`src/design/qmlr_mul.sv`:
```
// qmlr_mul: shared signed 32x32 multiplier with a registered product.
// Depends on no other file; used by the sequencer for every product.
module qmlr_mul (
  input  logic               clk,
  input  logic               rst,
  input  logic               in_valid,
  input  logic signed [31:0] a,
  input  logic signed [31:0] b,
  output logic               out_valid,
  output logic signed [63:0] prod
);

  always_ff @(posedge clk) begin
    prod <= 64'(a) * 64'(b);
  end

  always_ff @(posedge clk) begin
    if (rst) begin
      out_valid <= 1'b0;
    end else begin
      out_valid <= in_valid;
    end
  end

endmodule

```
`config.mk`:
```
export PLATFORM = sky130hd
export DESIGN_NAME = qmlr_mul
export DESIGN_NICKNAME = d
export VERILOG_FILES = /design/src/design/qmlr_mul.sv
export SDC_FILE = /design/constraint.sdc
export NUM_CORES = 2
export LEC_CHECK = 0
export ABC_AREA = 0
export BUFFER_PORTS_ARGS = -buffer_cell sky130_fd_sc_hd__buf_2
export CAP_MARGIN = 0
export CORE_ASPECT_RATIO = 0.5
export CORE_MARGIN = 3
export CORE_UTILIZATION = 51
export CTS_BUF_LIST = sky130_fd_sc_hd__clkbuf_4
export DETAILED_ROUTE_END_ITERATION = 16
export GPL_ROUTABILITY_DRIVEN = 1
export PLACE_DENSITY = 0.68
export REMOVE_ABC_BUFFERS = 1
export SLEW_MARGIN = 40
export SYNTH_ARGS = -nofsm -noshare
export SYNTH_HDL_FRONTEND = slang
export SYNTH_SLANG_ARGS = --single-unit
```
`constraint.sdc`:
```
create_clock -name clk -period 20.9 [get_ports clk]
set_clock_uncertainty 0.1 [all_clocks]
set_input_delay 1.045 -clock clk [delete_from_list [all_inputs] [get_ports clk]]
set_output_delay 1.045 -clock clk [all_outputs]
set_load 0.02 [all_outputs]
```
== Word level (Yosys, flattened, before mapping) ==
Index checks and enable logic that the tools add are counted.
Storage, ports and cells
  bits in registers: 65
  latch bits: 0
  RAM bits: 0
  memory bits (read-only): 0
  input port bits: 67
  output and inout port bits: 65
  logic and storage cells: 3
  memories: 0
Cells by class
  add/subtract/negate cells: 0
  multipliers: 1
  div/mod/pow operators: 0
  magnitude comparators: 0
  equality and inequality tests: 0
  shifts and indexed selects: 0
  muxes and demuxes: 0
  bitwise gates (word level): 0
  reductions and logical operators: 0
Operators by type and width (count)
  multiplier 32 x 32 -> 64 bit: 1

== Depth between registers and ports, before layout ==
  depth in word-level cells: 1
  mapped depth: 28
  depth with buffers taken out: 27

== Worst setup path before layout ==
No wires, ideal clock.
  kind: input -> register
  start point: input port b[2]
  end point: register prod[62]
  setup time: 0.131 ns
  arrival: 8.032 ns
  required time: 20.669 ns
  path slack: 12.637 ns
  cell stages on the path: 25
  buffers on the path: 1
  path through: clkbuf_1 nand2_1 inv_1 fa_1 fa_1 fa_1 fa_1 inv_1 fa_1 inv_1 fa_1 inv_1 fa_1 fa_1 inv_1 ha_1 a21oi_1 nor2_1 a211o_1 a21oi_1 nor2b_1 nor2b_1 a211oi_1 o31ai_1 xor2_1
On the way
  longest elaborated chain between the ends: 1
Ends and longest elaborated chain
  start: declaration: line 8  | input logic signed [31:0] b,
  multiplier 32 x 32 -> 64 bit: line 14  | prod <= 64'(a) * 64'(b);
  end signal: assignment: line 14
  end: declaration: line 10  | output logic signed [63:0] prod
Every way passes these cells.
A chain may end at the register's enable or synchronous reset.

== Worst setup path in the final report ==
  start point: input port b[5]
  end point: register prod[61]
Same word-level chain as after synthesis.

==> summary.txt <==
cts hold-fix bufs: 0
row count: 69
routability cong.: 0.8756
multi-input logic area: 31,640 sq um
Final Hold Viols: 0
drt pass-1 iters: 6
CP Capture Type: flip-flop
# setup viols final: 0
crit start category: input pin
final WL: 93.25 mm
global-route wire length before repair: 154.7 mm
routed wire length per instance: 19.33 um
TritonCTS clock tree: yes
CTS sink cnt: 65
Hold Path Class: in2reg
prevailing post-synth register cell: dfxtp_1
final net count: 5,188
Yosys reg bits: 65
CP Class: in2reg
Max Fclk: 109.8 MHz
setup repair after global routing missed its margin: false
CTS Buf Count: 9
pin count of the biggest net entering global routing: 33
Clock Path Buffers: 2
Cells after Synth: 3,905
Final period util: 0.4357
layout cell share with drive strength beyond 1: 0.04197
worst setup margin: 11,790 ps
Area growth, synth to finish: 3.784%
initial DRC count: 1,342
HPWL Detailed: 75.33 mm
initial core utilization: 0.5200
Setup Slack @ Placement: 11,390 ps
post-CTS setup repair buffer count: 0
Storage cell area: 1301 sq um
number of synthesized flops with an enable pin: 0
Hold Crit Depth: 2
Setup TNS: 0 ps
Rel. slew slack: 0.3958
initial antenna violation count: 3
Synth async-reset ratio: 0
Via density: 5.369
FILL cells: 6,571
post-CTS resize count: 0
Synth area leaders: fa_1, inv_1, and2_1, ha_1, nand2_1
Die Span X: 388.3 um
Ys Warns: 0
port buffer count: 131
post-synth cell types: 58
Req. time, crit path: 21,230 ps
Clock transition at path regs: 120 ps
number of global-route vias before repair: 29,370
grt total ovfl: 0
die area: 76,540 sq um
cell taking the most area after synthesis: fa_1
H-tree depth: 3
global-route usage over all layers: 0.2578
Post-Syn Area: 37,260 sq um
hold_sp: rst
status: complete, no violations
crit path max fanout: 32
CORE AREA: 71,660 sq um
Root Buffer: clkbuf_4
io pins: 132
Final Max Slew Viols: 0
Hold Path Sink: out_valid
die height: 197.1 um
Avg Cell Area, Syn: 9.542 sq um
slew at the pin closest to its max-slew limit: 906.3 ps
DR vias: 25,900
fin crit period: 9106 ps
crit path DAT: 9430 ps
max_cap viols: 0
post-synthesis sequential area ratio: 0.03492
# DRC: 0
top cell type's share of synthesized area: 0.5813
post-route ant nets: 0
-- logic make-up after synthesis --
kind of cell               synth area share
adders and majority gates            0.6431
xor gates and xnor gates            0.01763
AOI/OAI and AO/OA                   0.03348
buffers and inverters                0.1160
and+or+nand+nor                      0.1549
DFF                                 0.03492
-- worst max-delay path by stage --
| stage | endpoint | slack (ps) | from |
|---|---|---|---|
| global placement | prod[61] | 11560 | b[5] |
| detailed placement | prod[61] | 11390 | b[5] |
| CTS | prod[61] | 11910 | b[5] |
| finish | prod[61] | 11790 | b[5] |
| floorplan | prod[62] | 12870 | b[2] |
| global route | prod[62] | 11410 | b[5] |
-- synthesized netlist by cell type (2+ instances only) --
cell,number
fa_1,1082
inv_1,952
nand2_1,527
and2_1,512
clkbuf_1,196
ha_1,184
a21oi_1,68
dfxtp_1,65
nor2_1,49
xnor2_1,45
xor2_1,30
o21ai_0,29
a21o_1,22
nand3_1,15
o21bai_1,14
o21ai_1,10
nand2b_1,9
nor2b_1,8
o21a_1,8
a31oi_1,7
nand4_1,7
and3_1,6
nor3_1,6
o31ai_1,5
a211oi_1,4
nor4_1,4
or3_1,3
a21boi_0,2
a21boi_1,2
a221oi_1,2
and3b_1,2
buf_1,2
o2111ai_1,2
or2_1,2
-- critical path, stage by stage --
cell       delay (ps)
buf_2             560
nand2_1           260
inv_1             140
fa_1              400
inv_1             270
fa_1              470
inv_1             220
fa_1              510
fa_1              870
inv_1             400
fa_1              580
inv_1              60
fa_1              530
inv_1              50
fa_1              500
inv_1              60
fa_1              450
ha_1              380
nand2_1           130
o21ai_0           310
nor2_1            120
o2111ai_1         200
nand2_1           260
or2_1             300
a31oi_1           170
xor2_1            160
-- final cells by class --
class / instances / area share
diodes: 6 / 0.0003882
multi-input cells: 2689 / 0.8181
clock buffers: 9 / 0.001747
inverters: 952 / 0.09240
flip-flops and latches: 65 / 0.03365
well taps: 958 / 0.03099
repair buffers: 138 / 0.01961
clock inverters: 7 / 0.003074
-- placed cells by master (no fill, tap or decap), drive strengths merged, types with 2 or more instances in the layout --
cell,Yosys,final
a21boi,4,4
and3b,2,2
nand3,16,16
clkinv,0,3
o31ai,6,6
nand2b,9,9
and2,513,513
a31oi,8,8
xor2,30,30
fa,1082,1082
nand2,527,527
diode,0,6
a211oi,5,5
bufinv,0,3
dfxtp,65,65
nor3,6,6
and3,6,6
or3,3,3
a21o,22,22
clkbuf,196,9
nor4,4,4
nor2,49,49
o2111ai,2,2
xnor2,45,45
nand4,7,7
ha,184,184
a21oi,69,69
or2,2,2
inv,952,952
buf,3,138
a221oi,2,2
o21a,8,8
o21bai,14,14
nor2b,8,8
o21ai,39,39
-- metrics by stage --
stage / util / area [sq um] / std cells / hold slack (ps)
CTS: 0.5386 / 38590 / 4816 / 555.5
finish: 0.5397 / 38670 / 4824 / 593.5
global route: 0.5397 / 38670 / 4823 / 517.1
global placement: 0.5360 / 38410 / 4800 / 1100
detailed placement: 0.5360 / 38410 / 4800 / 1104
floorplan: - / 36520 / 3706 / 1017
-- metal layers --
metal  GRT usage  share of wire  vias to the layer above
met1      0.3210           0.38                    13840
met5           0              0                        -
met3     0.04249          0.058                      198
met4     0.09263          0.039                        0
met2      0.4581           0.52                      866
li1            -              -                    10990
-- flip-flops by register name (all words and copies together), names as in the netlist --
signal / cells
prod: 64
out_valid: 1
Power is left out: the tool's default activity adds up to more than one toggle a clock period on the data nets, which glitch-free logic cannot reach.
